### src/sv/hamming_near_duplicate_grouper_defines.svh
// assertion macros for the near-duplicate grouper
`ifndef HAMMING_NEAR_DUPLICATE_GROUPER_DEFINES_SVH
`define HAMMING_NEAR_DUPLICATE_GROUPER_DEFINES_SVH

// implication checked on every clock edge out of reset
`define HNDG_ASSERT_IMP(label, ante, cons) \
  label: assert property (@(posedge clk) disable iff (!rst_n) (ante) |-> (cons)) \
    else $error("hndg check failed");

// next-cycle implication checked out of reset
`define HNDG_ASSERT_NXT(label, ante, cons) \
  label: assert property (@(posedge clk) disable iff (!rst_n) (ante) |=> (cons)) \
    else $error("hndg check failed");

`endif

### src/sv/hndg_pkg.sv
// shared types and constants of the near-duplicate grouper
`default_nettype none
package hndg_pkg;
  localparam int MaxImagesDefault = 64;
  localparam int IdxW = 6;
  localparam int GrpW = 5;
  localparam int TagW = 6;
  localparam int HashW = 64;
  localparam int LimW = 7;
  localparam int CntW = 7;
  localparam int GroupMin = 2;
  localparam logic [LimW-1:0] LimitReset = 7'd5;

  // commands from controller to datapath
  typedef struct packed {
    logic store;       // write input beat at count
    logic clr_count;   // restart batch
    logic set_i;       // pointer loads
    logic set_j;
    logic inc_i;
    logic inc_j;
    logic rd_pair;     // read hash/tag of i and j
    logic pair_eval;   // register distance result
    logic ld_x;        // load walker from i or j
    logic x_from_j;
    logic rd_x;        // read parent of x
    logic rd_p;        // read parent of parent
    logic halve;       // parent[x] <= parent[p], x <= that
    logic save_ra;
    logic link;        // parent[ra] <= x
    logic clr_size;    // clear size counter at i
    logic root_save;   // root_of[i] <= x, read size[x]
    logic size_inc;    // size[x] <= read size + 1
    logic rd_size;     // read size[i]
    logic label;       // label[i] <= groups, groups++
    logic rd_emit;     // read root_of[j]
    logic rd_lab;      // read label[i]
    logic clr_groups;
  } hndg_cmd_t;

  typedef struct packed {
    logic             full;
    logic             i_end;   // i + 1 >= n
    logic             j_end;   // j + 1 >= n
    logic             join_ok;
    logic             x_is_root;
    logic             same_root;
    logic             big;
    logic             emit_hit;
  } hndg_sts_t;
endpackage
`default_nettype wire

### src/sv/hndg_ctrl.sv
// controller: load, pair sweep, find/unite, count, label, emit
`default_nettype none
module hndg_ctrl (
  input  wire                   clk,
  input  wire                   rst_n,
  input  wire                   in_valid,
  output logic                  in_ready,
  input  wire                   in_last_image,
  output logic                  out_valid,
  input  wire                   out_ready,
  output logic                  out_is_member,
  output logic                  out_last_result,
  output logic                  emit_load,
  output hndg_pkg::hndg_cmd_t   cmd,
  input  hndg_pkg::hndg_sts_t   sts
);
  import hndg_pkg::*;

  localparam logic [4:0] S_LOAD   = 5'd0;
  localparam logic [4:0] S_PRD    = 5'd1;
  localparam logic [4:0] S_PEV    = 5'd2;
  localparam logic [4:0] S_PDEC   = 5'd3;
  localparam logic [4:0] S_FRX    = 5'd4;
  localparam logic [4:0] S_FRP    = 5'd5;
  localparam logic [4:0] S_FCHK   = 5'd6;
  localparam logic [4:0] S_FB     = 5'd7;
  localparam logic [4:0] S_LINK   = 5'd8;
  localparam logic [4:0] S_PNXT   = 5'd9;
  localparam logic [4:0] S_CLR    = 5'd10;
  localparam logic [4:0] S_RFX    = 5'd11;
  localparam logic [4:0] S_RFP    = 5'd12;
  localparam logic [4:0] S_RCHK   = 5'd13;
  localparam logic [4:0] S_LRD    = 5'd14;
  localparam logic [4:0] S_LCHK   = 5'd15;
  localparam logic [4:0] S_ERD    = 5'd16;
  localparam logic [4:0] S_ECHK   = 5'd17;
  localparam logic [4:0] S_OUT    = 5'd18;
  localparam logic [4:0] S_NONE   = 5'd19;
  localparam logic [4:0] S_FLUSH  = 5'd20;
  localparam logic [4:0] S_ENXT   = 5'd21;
  localparam logic [4:0] S_ELAB   = 5'd22;
  localparam logic [4:0] S_RINC   = 5'd23;

  logic [4:0] state_r, state_nxt;
  logic       second_r, second_nxt;   // finding root of j
  logic       pend_r, pend_nxt;       // a member result waits in hold
  logic       ov_r, ov_nxt, lr_r, lr_nxt, mem_r, mem_nxt;
  logic       out_fire;

  assign out_fire        = out_valid && out_ready;
  assign out_valid       = ov_r;
  assign out_is_member   = mem_r;
  assign out_last_result = lr_r;
  assign in_ready        = (state_r == S_LOAD);

  always_comb begin
    state_nxt  = state_r;
    second_nxt = second_r;
    pend_nxt   = pend_r;
    ov_nxt     = ov_r && !out_fire;
    lr_nxt     = lr_r;
    mem_nxt    = mem_r;
    emit_load  = 1'b0;
    cmd        = '0;
    case (state_r)
      S_LOAD: begin
        if (in_valid) begin
          cmd.store = !sts.full;
          if (in_last_image) begin
            cmd.set_i = 1'b1;
            state_nxt = S_PNXT;
          end
        end
      end
      S_PNXT: begin
        // new row: j starts at i + 1
        cmd.set_j = 1'b1;
        if (sts.i_end) begin
          cmd.set_i = 1'b1;
          state_nxt = S_CLR;
        end else begin
          state_nxt = S_PRD;
        end
      end
      S_PRD: begin
        cmd.rd_pair = 1'b1;
        state_nxt = S_PEV;
      end
      S_PEV: begin
        cmd.pair_eval = 1'b1;
        state_nxt = S_PDEC;
      end
      S_PDEC: begin
        if (sts.join_ok) begin
          cmd.ld_x = 1'b1;
          second_nxt = 1'b0;
          state_nxt = S_FRX;
        end else begin
          state_nxt = S_FB;
        end
      end
      S_FRX: begin
        cmd.rd_x = 1'b1;
        state_nxt = S_FRP;
      end
      S_FRP: begin
        cmd.rd_p = 1'b1;
        state_nxt = S_FCHK;
      end
      S_FCHK: begin
        if (sts.x_is_root) begin
          if (!second_r) begin
            cmd.save_ra = 1'b1;
            cmd.ld_x = 1'b1;
            cmd.x_from_j = 1'b1;
            second_nxt = 1'b1;
            state_nxt = S_FRX;
          end else begin
            state_nxt = S_LINK;
          end
        end else begin
          cmd.halve = 1'b1;
          state_nxt = S_FRX;
        end
      end
      S_LINK: begin
        cmd.link = !sts.same_root;
        state_nxt = S_FB;
      end
      S_FB: begin
        // advance pair pointers
        if (sts.j_end) begin
          cmd.inc_i = 1'b1;
          state_nxt = S_PNXT;
        end else begin
          cmd.inc_j = 1'b1;
          state_nxt = S_PRD;
        end
      end
      S_CLR: begin
        cmd.clr_size = 1'b1;
        if (sts.i_end) begin
          cmd.set_i = 1'b1;
          state_nxt = S_ELAB;
        end else begin
          cmd.inc_i = 1'b1;
        end
      end
      S_ELAB: begin
        cmd.ld_x = 1'b1;
        state_nxt = S_RFX;
      end
      S_RFX: begin
        cmd.rd_x = 1'b1;
        state_nxt = S_RFP;
      end
      S_RFP: begin
        cmd.rd_p = 1'b1;
        state_nxt = S_RCHK;
      end
      S_RCHK: begin
        if (sts.x_is_root) begin
          cmd.root_save = 1'b1;
          state_nxt = S_RINC;
        end else begin
          cmd.halve = 1'b1;
          state_nxt = S_RFX;
        end
      end
      S_RINC: begin
        cmd.size_inc = 1'b1;
        if (sts.i_end) begin
          cmd.set_i = 1'b1;
          cmd.clr_groups = 1'b1;
          state_nxt = S_LRD;
        end else begin
          cmd.inc_i = 1'b1;
          state_nxt = S_ELAB;
        end
      end
      S_LRD: begin
        cmd.rd_size = 1'b1;
        state_nxt = S_LCHK;
      end
      S_LCHK: begin
        cmd.label = sts.big;
        if (sts.i_end) begin
          cmd.set_i = 1'b1;
          cmd.set_j = 1'b1;
          cmd.inc_i = 1'b1;
          pend_nxt = 1'b0;
          state_nxt = S_ERD;
        end else begin
          cmd.inc_i = 1'b1;
          state_nxt = S_LRD;
        end
      end
      S_ERD: begin
        // scan root i, j from 0; set_j with inc_i zeroes j
        cmd.rd_size = 1'b1;
        cmd.rd_emit = 1'b1;
        cmd.rd_lab = 1'b1;
        state_nxt = S_ECHK;
      end
      S_ECHK: begin
        if (sts.big && sts.emit_hit) begin
          if (!pend_r) begin
            emit_load = 1'b1;
            pend_nxt = 1'b1;
            state_nxt = S_ENXT;
          end else if (!ov_r || out_fire) begin
            ov_nxt = 1'b1;
            lr_nxt = 1'b0;
            mem_nxt = 1'b1;
            state_nxt = S_OUT;
          end
        end else begin
          state_nxt = S_ENXT;
        end
      end
      S_OUT: begin
        // hold just shown; capture current member into hold
        emit_load = 1'b1;
        state_nxt = S_ENXT;
      end
      S_ENXT: begin
        if (sts.j_end) begin
          if (sts.i_end) begin
            state_nxt = S_FLUSH;
          end else begin
            cmd.inc_i = 1'b1;
            cmd.set_j = 1'b1;
            state_nxt = S_ERD;
          end
        end else begin
          cmd.inc_j = 1'b1;
          state_nxt = S_ERD;
        end
      end
      S_FLUSH: begin
        if (!ov_r || out_fire) begin
          ov_nxt = 1'b1;
          lr_nxt = 1'b1;
          mem_nxt = pend_r;
          emit_load = !pend_r;
          cmd.clr_count = 1'b1;
          state_nxt = S_NONE;
        end
      end
      S_NONE: begin
        if (!ov_r || out_fire) begin
          state_nxt = S_LOAD;
        end
      end
      default: state_nxt = S_LOAD;
    endcase
  end

  always_ff @(posedge clk) begin
    if (!rst_n) begin
      state_r  <= S_LOAD;
      second_r <= 1'b0;
      pend_r   <= 1'b0;
      ov_r     <= 1'b0;
      lr_r     <= 1'b0;
      mem_r    <= 1'b0;
    end else begin
      state_r  <= state_nxt;
      second_r <= second_nxt;
      pend_r   <= pend_nxt;
      ov_r     <= ov_nxt;
      lr_r     <= lr_nxt;
      mem_r    <= mem_nxt;
    end
  end
endmodule
`default_nettype wire

### config.mk
export PLATFORM = sky130hd
export DESIGN_NAME = hndg_ctrl
export DESIGN_NICKNAME = d
export VERILOG_FILES = /design/src/sv/hamming_near_duplicate_grouper_defines.svh /design/src/sv/hndg_pkg.sv /design/src/sv/hndg_ctrl.sv
export SDC_FILE = /design/constraint.sdc
export NUM_CORES = 1
export LEC_CHECK = 0
export ABC_AREA = 1
export BUFFER_PORTS_ARGS = -buffer_cell sky130_fd_sc_hd__buf_2
export CORE_UTILIZATION = 44
export CTS_CLUSTER_DIAMETER = 30
export DETAILED_ROUTE_END_ITERATION = 10
export PLACE_DENSITY = 0.76
export SYNTH_ARGS = -nofsm -noshare
export SYNTH_HDL_FRONTEND = slang
export SYNTH_SLANG_ARGS = --single-unit
### constraint.sdc
create_clock -name clk -period 1.2 [get_ports clk]
set_input_delay 0.24 -clock clk [delete_from_list [all_inputs] [get_ports clk]]
set_output_delay 0.24 -clock clk [all_outputs]
set_load 0.02 [all_outputs]
==> results.md, run 1 <==
* Inst Count DP at 311
* Synth Flop Type: dfxtp_1
* Sink Count at 10
* Post-placement setup slack at -0.327 ns
* Synth Instances at roughly 210
* Avg Cell Area, Syn at 5.17 µm²
* Syn nets at approximately 220
* Clk buf depth at 2
* Post-Synth Simple-Gate Area at 56.9%
* Seq/Total Area, Yosys at a little under a fifth
* Dpl hpwl at about 3400 µm
* CTS Buf Count at 3
* CTS root buf: clkbuf_4
* Num rows at 17
* # port buffers at 40
* Placed inst area at approximately 0.0018 mm²
* Largest family of logic cells by synthesized area: simple AND/OR/NAND/NOR gates
* Chip Width at around 51 µm
* Mux cell area share after synthesis at 0%
* Die height at 51.4 µm
* Stop err: [ERROR DPL-0033] detailed placement checks failed during check placement.
* Post-CTS Resized at 90
* # IOs at 41
* Area leader, netlist: nand2_1
* Postcts setup bufs at 19
* CTS hold repair buffers at 0
* Initial Util at between 40% and 50%
* Post-synth ARST share at 0%
* Synth Area in Adders at 0%
* CTS H-Tree Depth at 1
* Number of flops mapped to enable cells by yosys at 0
* RD Place Congestion at between 0.9 and 1
* Status: stopped before the end
* XOR/XNOR share of the synthesized area at 0%
* Unique masters post-synth at 22
* Post-synth top area share at roughly a quarter
* YS warnings at 0
* Cell Area, Synth at ~0.0011 mm²
* Compound-Gate Fraction of Synth Area at 11.1%
* Largest cells by area after synthesis: nand2_1 26%, dfxtp_1 19%, nor2_1 11%, inv_1 9.8%, nand3_1 9.8%
* Flops & latches, synth at 10
* Fail Step: clock tree synthesis
cell families after synthesis:
logic type	count (synthesis)
AND/OR/NAND/NOR	143
buffers and inverters	36
flip-flops	10
AO/OA/AOI/OAI	19
through the flow:
step | util, % | hold slack, ns
detailed placement | 78.7 | 0.454
floorplan | - | 0.338
global placement | 78.7 | 0.454
cell usage after synthesis, drive strengths merged, types with 2 or more instances:
| cell type | n |
|---|---|
| a21oi | 12 |
| nor3 | 2 |
| nor2 | 38 |
| buf | 3 |
| inv | 33 |
| nand2 | 76 |
| dfxtp | 10 |
| nand3b | 2 |
| o211ai | 2 |
| nand3 | 22 |
| nand4 | 3 |
| o2111ai | 2 |
==> run 2: changes to the inputs <==
Settings changed: CORE_AREA from default to 2 2 63 65, CORE_UTILIZATION 44 to default, CTS_CLUSTER_DIAMETER 30 to default, DIE_AREA from default to 0 0 65 67, PLACE_DENSITY 0.76 to default, PLACE_DENSITY_LB_ADDON from default to 0.15.
Clock period 1.2 ns to 1.56 ns, I/O delays scaled along.
==> run 2 against run 1 <==
- the flow now finishes, with violations (negative setup slack)
- synthesized cell count stayed put
- area after synthesis unchanged
==> results.md, run 2 <==
* # port buffers at 40 (unchanged)
* Vias/cell at between 4 and 5
* Setup crit start: state_r[2]
* Vias at ~1600
* Share of layout cells above drive strength 1 at between 50% and 60%
* Largest register by flop count: state_r
* CTS H-Tree Depth at 1 (unchanged)
* DRC Markers at 0
* Seq/Total Area, Yosys at 18.6% (unchanged)
* Gr ovfl total at 0
* Clk buf depth at 2 (unchanged)
* CTS tree: built
* Most common cell in the synthesized netlist: nand2_1 (unchanged)
* Worst setup margin at -0.188 ns
* Dpl hpwl at 3320 µm (was 3380 µm)
* First-pass GRT wire length at between 6000 and 7000 µm
* Max_slew headroom at between 80 and 90%
* Final Hold Vio Count at 0
* Most instantiated cells after synthesis: 74 x nand2_1, 32 x nor2_1, 28 x inv_1 (unchanged)
* Power Density at 1360 mW/mm²
* Gr usage total at around 21%
* Fmax at ~0.57 GHz
* Post-synth ARST share at 0% (unchanged)
* Synth Flop Type: dfxtp_1 (unchanged)
* RSZ-0062 raised after global routing: yes
* Most frequent cells in the layout: 58 x nand2_1, 40 x buf_4, 23 x inv_1
* Final max-slew violation count at 0
* Crit path max fanout at 5
* Post-placement setup slack at -0.0161 ns (was -0.327 ns)
* Min Clock Period, post-route at approximately 1.7 ns
* Avg Cell Area, Syn at 5.17 µm² (unchanged)
* Number of global-route vias before repair at approximately 1500
* Num rows at 22 (was 17)
* CP Class: register to primary output
* Detailed Route WL at around 4400 µm
* Die height at 67 µm (was 51.4 µm)
* Tcrit/Tclk final at 112%
* 1st-iter DRT viols at between 100 and 150
* Most common cell after layout, fill and taps aside: nand2_1
* Initial antenna violation count at 0
* Fin nets at roughly 300
* Hold crit path type: input port to register
* # IOs at 41 (unchanged)
* Initial Util at 29.8% (was 47.7%)
* Largest cells by area after synthesis: nand2_1 26%, dfxtp_1 19%, nor2_1 11%, inv_1 9.8%, nand3_1 9.8% (unchanged)
* Worst path slowest cell: dfxtp_4
* Leakage at 1.14 nW
* Area leader, netlist: nand2_1 (unchanged)
* Cell Area, Synth at 0.00107 mm² (unchanged)
* Area of the core at 0.00361 mm²
* Status: complete, but fails checks (was stopped before the end)
* Synth Instances at 208 (unchanged)
* Crit-path max cell delay at around 0.40 ns
* Worst slew pin tran at 0.256 ns
* Remaining antenna violation count at 0
* Worst-Skew Late Latency at 0.24 ns
* DR pass1 iterations at 5
* Area Overhead vs Synth at 93.7%
* Maximum vdd drop at 0.994 mV
* Chip Width at 65 µm (was 51.4 µm)
* CTS Buf Count at 3 (unchanged)
* Beginning of the worst hold path: rst_n
* Final setup vio count at 22
* DIE AREA at ~0.0044 mm²
* Clock transition at path regs at about 0.060 ns
* Reg2Reg Launch Point: state_r[3]
* Crit end category: primary output
* Max-Cap Viols at 0
* Startpoint Class: register
* Skew final at 0.00389 ns
* Worst path cell trace: buf_4 -> nand3_2 -> nor2_2 -> nand2_1 -> inv_2 -> buf_2
* Post-route insts no fill at approximately 340
* FILL cells at ~360
* Arrival @ worst endpoint at between 1 and 1.5 ns
* RD Place Congestion at 0.896 (was 0.985)
* WL/cell at 13.0 µm
* Syn nets at 221 (unchanged)
* CTS hold repair buffers at 0 (unchanged)
* CTS root buf: clkbuf_8 (was clkbuf_4)
* Post-synth top area share at 25.8% (unchanged)
* YS warnings at 0 (unchanged)
* Failing checks: negative setup slack
* Number of flops mapped to enable cells by yosys at 0 (unchanged)
* Largest register FFs at 5
* Flops & latches, synth at 10 (unchanged)
* Largest net degree at the start of global routing at 8
* Unique masters post-synth at 22 (unchanged)
* CP required at 1.25 ns
* Inst Count DP at 320 (was 311)
* ANT cells at 0
* Sink Count at 10 (unchanged)
-- run 2: cell counts after synthesis --
Identical to the previous run, type by type.
-- run 2: power by group --
group | total, mW | internal, mW | switching (mW)
Sequential | 0.457 | 0.325 | 0.132
Combinational | 2.03 | 0.916 | 1.12
Clock | 0.342 | 0.223 | 0.119
Total | 2.83 | 1.46 | 1.37
-- run 2: logic make-up (layout without fill, tap and decap cells) --
family                 after synthesis  in the layout  synth area share [%]
AOI/OAI and AO/OA                   19             19                  11.1
buffers and inverters               36            117                  13.4
DFF                                 10             10                  18.6
and+or+nand+nor                    143            143                  56.9
-- run 2: per-layer routing --
metal	GRT usage [%]	wire length (µm)	vias up
met1	26.3	1850	735
met3	3.55	215	12
met5	0	0	-
met4	5.32	116	0
li1	-	-	818
met2	36.3	2200	61
-- run 2: worst max-delay path: cells and delay by family (launching register included) --
| kind | cells | cell delay, ns |
|---|---|---|
| AND/OR/NAND/NOR | 3 | 0.44 |
| buffers and inverters | 3 | 0.36 |
| flip-flops | 1 | 0.40 |
-- run 2: path summary, 6_finish.rpt --
| check | to | slack (ns) | depth (start not counted) |
|---|---|---|---|
| setup reg to reg | state_r[2] | 0.05 | 11 |
| hold / removal | out_valid | 0.32 | 3 |
| hold reg to reg | out_last_result | 0.46 | 2 |
| setup / recovery | cmd[6] | -0.19 | 6 |
-- run 2: repair_timing --
| item | 4_1_cts | 5_1_grt |
|---|---|---|
| pin swaps | 10 | 15 |
| endpoints found under the setup margin | 25 | 31 |
| gates resized for setup | 79 | 31 |
| setup buffers | 10 | 4 |
-- run 2: cell type report --
class	instances	area, µm²	area share [%]
sequential	10	219	10.5
clock buffer	4	55.1	2.64
inverter	33	134	6.43
timing repair buffer	80	632	30.3
tap	48	60.1	2.88
multi-input combinational	162	982	47.2
-- run 2: metrics by stage --
step	total power [mW]	hold WS, ns	util, %	area, µm²	TNS, ns
5_1_grt	3.03	0.349	57.7	2080	-4.29
3_3_place_gp	1.77	0.450	43.6	1570	-0.00635
3_5_place_dp	1.77	0.452	43.6	1570	-0.0245
2_1_floorplan	1.22	0.410	-	1130	-0.0253
4_1_cts	2.53	0.331	53.8	1940	-2.26
6_report	2.83	0.325	57.7	2080	-2.51
Power figures use the tool's default switching activity.
==> run 3: changes to the inputs <==
Settings changed: PLACE_DENSITY from default to 0.62, PLACE_DENSITY_LB_ADDON 0.15 to default.
==> run 3 against run 2 <==
- the run still ends with negative setup slack left
- setup slack got worse by 0.012 ns
- die area unchanged
- sequential share of layout area decreased by 0.66 points
- critical endpoint is now cmd[18]
- highest routed layer unchanged
==> results.md, run 3 (synthesis results as in run 2) <==
* Min Clock Period, post-route at 1.76 ns (was 1.75 ns)
* Placed inst area at 0.00160 mm² (was 0.00157 mm²)
* Worst slew pin tran at 0.280 ns (was 0.256 ns)
* Maximum vdd drop at 0.985 mV (was 0.994 mV)
* Vias at 1724 (was 1626)
* CP top delay family: flip-flops (was simple AND/OR/NAND/NOR gates)
* Largest net degree at the start of global routing at 8 (unchanged)
* DRC Markers at 0 (unchanged)
* Share of layout cells above drive strength 1 at 57.5% (was 52.2%)
* Worst-Skew Late Latency at 0.24 ns (about the same)
* Chip Width at 65 µm (unchanged)
* Hold crit path type: input port to register (unchanged)
* Number of global-route vias before repair at 1536 (was 1489)
* DIE AREA at 0.00436 mm² (unchanged)
* Status: complete, but fails checks (unchanged)
* Largest register FFs at 5 (unchanged)
* CTS Buf Count at 3 (unchanged)
* WP buf/inv at 2 (was 3)
* Clock transition at path regs at 0.05 ns (was 0.06 ns)
* First-pass GRT wire length at 7000 µm (was 6930 µm)
* Crit-path max cell delay at 0.43 ns (was 0.40 ns)
* Detailed Route WL at 4810 µm (was 4390 µm)
* WL/cell at 14.1 µm (was 13.0 µm)
* RD Place Congestion at 0.896 (about the same)
* Area of the core at 0.00361 mm² (unchanged)
* Clock share of power at 10.8% (was 12.1%)
* CTS root buf: clkbuf_8 (unchanged)
* Worst setup margin at -0.200 ns (was -0.188 ns)
* Crit path max fanout at 5 (unchanged)
* Die height at 67 µm (unchanged)
* Sw Ratio at 48.5% (was 48.3%)
* # IOs at 41 (unchanged)
* 1st-iter DRT viols at 61 (was 120)
* Largest register by flop count: state_r (unchanged)
* Skew final at 0.00384 ns (was 0.00389 ns)
* Gr ovfl total at 0 (unchanged)
* Startpoint Class: register (unchanged)
* Net switching power at 1.52 mW (was 1.37 mW)
* Worst path slowest cell: dfxtp_4 (unchanged)
* Clk buf depth at 2 (unchanged)
* CTS tree: built (unchanged)
* Final setup vio count at 28 (was 22)
* Num rows at 22 (unchanged)
* ANT cells at 0 (unchanged)
* Fin nets at 308 (was 303)
* Seq pwr share at 14.7% (was 16.1%)
* CTS H-Tree Depth at 1 (unchanged)
* Sink Count at 10 (unchanged)
* Area Overhead vs Synth at 107% (was 93.7%)
* Top cell by count, worst path: nor2_4
* Most common cell after layout, fill and taps aside: nand2_1 (unchanged)
* Gr usage total at 21.1% (was 20.8%)
* Arrival @ worst endpoint at 1.45 ns (was 1.44 ns)
* DR pass1 iterations at 4 (was 5)
* Power Density at 1410 mW/mm² (was 1360 mW/mm²)
* Vias/cell at 5.04 (was 4.82)
* CTS hold repair buffers at 0 (unchanged)
* Tcrit/Tclk final at 113% (was 112%)
* CP Class: register to primary output (unchanged)
* Fmax at 0.568 GHz (was 0.572 GHz)
* Logic pwr share at 74.5% (was 71.8%)
* FILL cells at 316 (was 362)
* Final max-slew violation count at 0 (unchanged)
* Post-placement setup slack at -0.0334 ns (was -0.0161 ns)
* Worst path cell trace: nand2_4 -> nor2_4 -> nand2_2 -> inv_2 -> nor2_4 -> o2111ai_2 -> buf_4 (was buf_4 -> nand3_2 -> nor2_2 -> nand2_1 -> inv_2 -> buf_2)
* Dpl hpwl at 3220 µm (was 3320 µm)
* Max_slew headroom at 81.3% (was 82.9%)
* Initial Util at 29.8% (unchanged)
* Design area at 0.00222 mm² (was 0.00208 mm²)
* Initial antenna violation count at 0 (unchanged)
* # port buffers at 40 (unchanged)
* Most frequent cells in the layout: 51 x nand2_1, 42 x buf_4, 26 x buf_6 (was 58 x nand2_1, 40 x buf_4, 23 x inv_1)
* Final Hold Vio Count at 0 (unchanged)
* Pint at 1.61 mW (was 1.46 mW)
* RSZ-0062 raised after global routing: yes (unchanged)
* CP required at 1.25 ns (about the same)
* Crit end category: primary output (unchanged)
* Leakage at 1.17 nW (was 1.14 nW)
* Failing checks: negative setup slack (unchanged)
* Remaining antenna violation count at 0 (unchanged)
* Max-Cap Viols at 0 (unchanged)
run 3: per-stage QoR:
| stage | total power, mW | std cells | TNS (ns) | utilization [%] | hold slack (ns) |
|---|---|---|---|---|---|
| floorplan | 1.22 | 208 | -0.0253 | - | 0.410 |
| global placement | 1.76 | 324 | -0.000757 | 44.4 | 0.450 |
| CTS | 2.53 | 338 | -2.34 | 55.5 | 0.322 |
| global route | 3.30 | 342 | -4.16 | 61.6 | 0.362 |
| detailed placement | 1.76 | 324 | -0.0758 | 44.4 | 0.461 |
| finish | 3.13 | 342 | -2.83 | 61.6 | 0.320 |
run 3: what timing repair did:
item,4_1_cts,5_1_grt
setup buffers,10,6
setup endpoints to repair,25,29
pin swaps,12,18
hold endpoints to repair,0,0
resized for setup,81,58
run 3: worst reg2reg max path: stages, from the launching register on:
cell     delay, ns
dfxtp_4       0.43
nor2_4        0.08
nand2_2       0.11
nor2_4        0.05
buf_6         0.11
buf_6         0.11
buf_6         0.11
nand2_4       0.06
nand2_4       0.05
a21oi_4       0.18
nand2_1       0.10
a21oi_2       0.14
run 3: power groups by stage:
| stage | registers (mW) | clock network (mW) | logic [mW] |
|---|---|---|---|
| after CTS | 0.429 | 0.345 | 1.75 |
| after global placement | 0.381 | 0 | 1.38 |
| after floorplan | 0.379 | 0 | 0.840 |
| after detailed placement | 0.386 | 0 | 1.38 |
| final | 0.460 | 0.339 | 2.33 |
| after global routing | 0.464 | 0.355 | 2.49 |
run 3: routing by layer:
| layer | part of all wire (%) | global-route usage, % | vias up |
|---|---|---|---|
| met5 | 0 | 0 | - |
| met4 | 2.2 | 6.12 | 0 |
| met3 | 5.1 | 4.39 | 15 |
| met2 | 52 | 38.8 | 66 |
| met1 | 41 | 24.5 | 812 |
| li1 | - | - | 831 |
run 3: final timing paths:
| path | start | endpoint | slack, ns | cells past startpoint |
|---|---|---|---|---|
| setup / recovery | state_r[0] | cmd[18] | -0.20 | 7 |
| setup reg to reg | state_r[0] | state_r[0] | -0.04 | 11 |
| hold reg to reg | out_last_result | out_last_result | 0.46 | 2 |
| hold / removal | rst_n | out_valid | 0.32 | 3 |
run 3: final cells by class:
class                      instances  area (µm²)  area share [%]
clock buffer                       4        55.1            2.48
tap                               48        60.1            2.70
inverter                          33         139            6.25
multi-input combinational        162        1040            46.8
timing repair buffer              85         708            31.9
sequential                        10         219            9.85
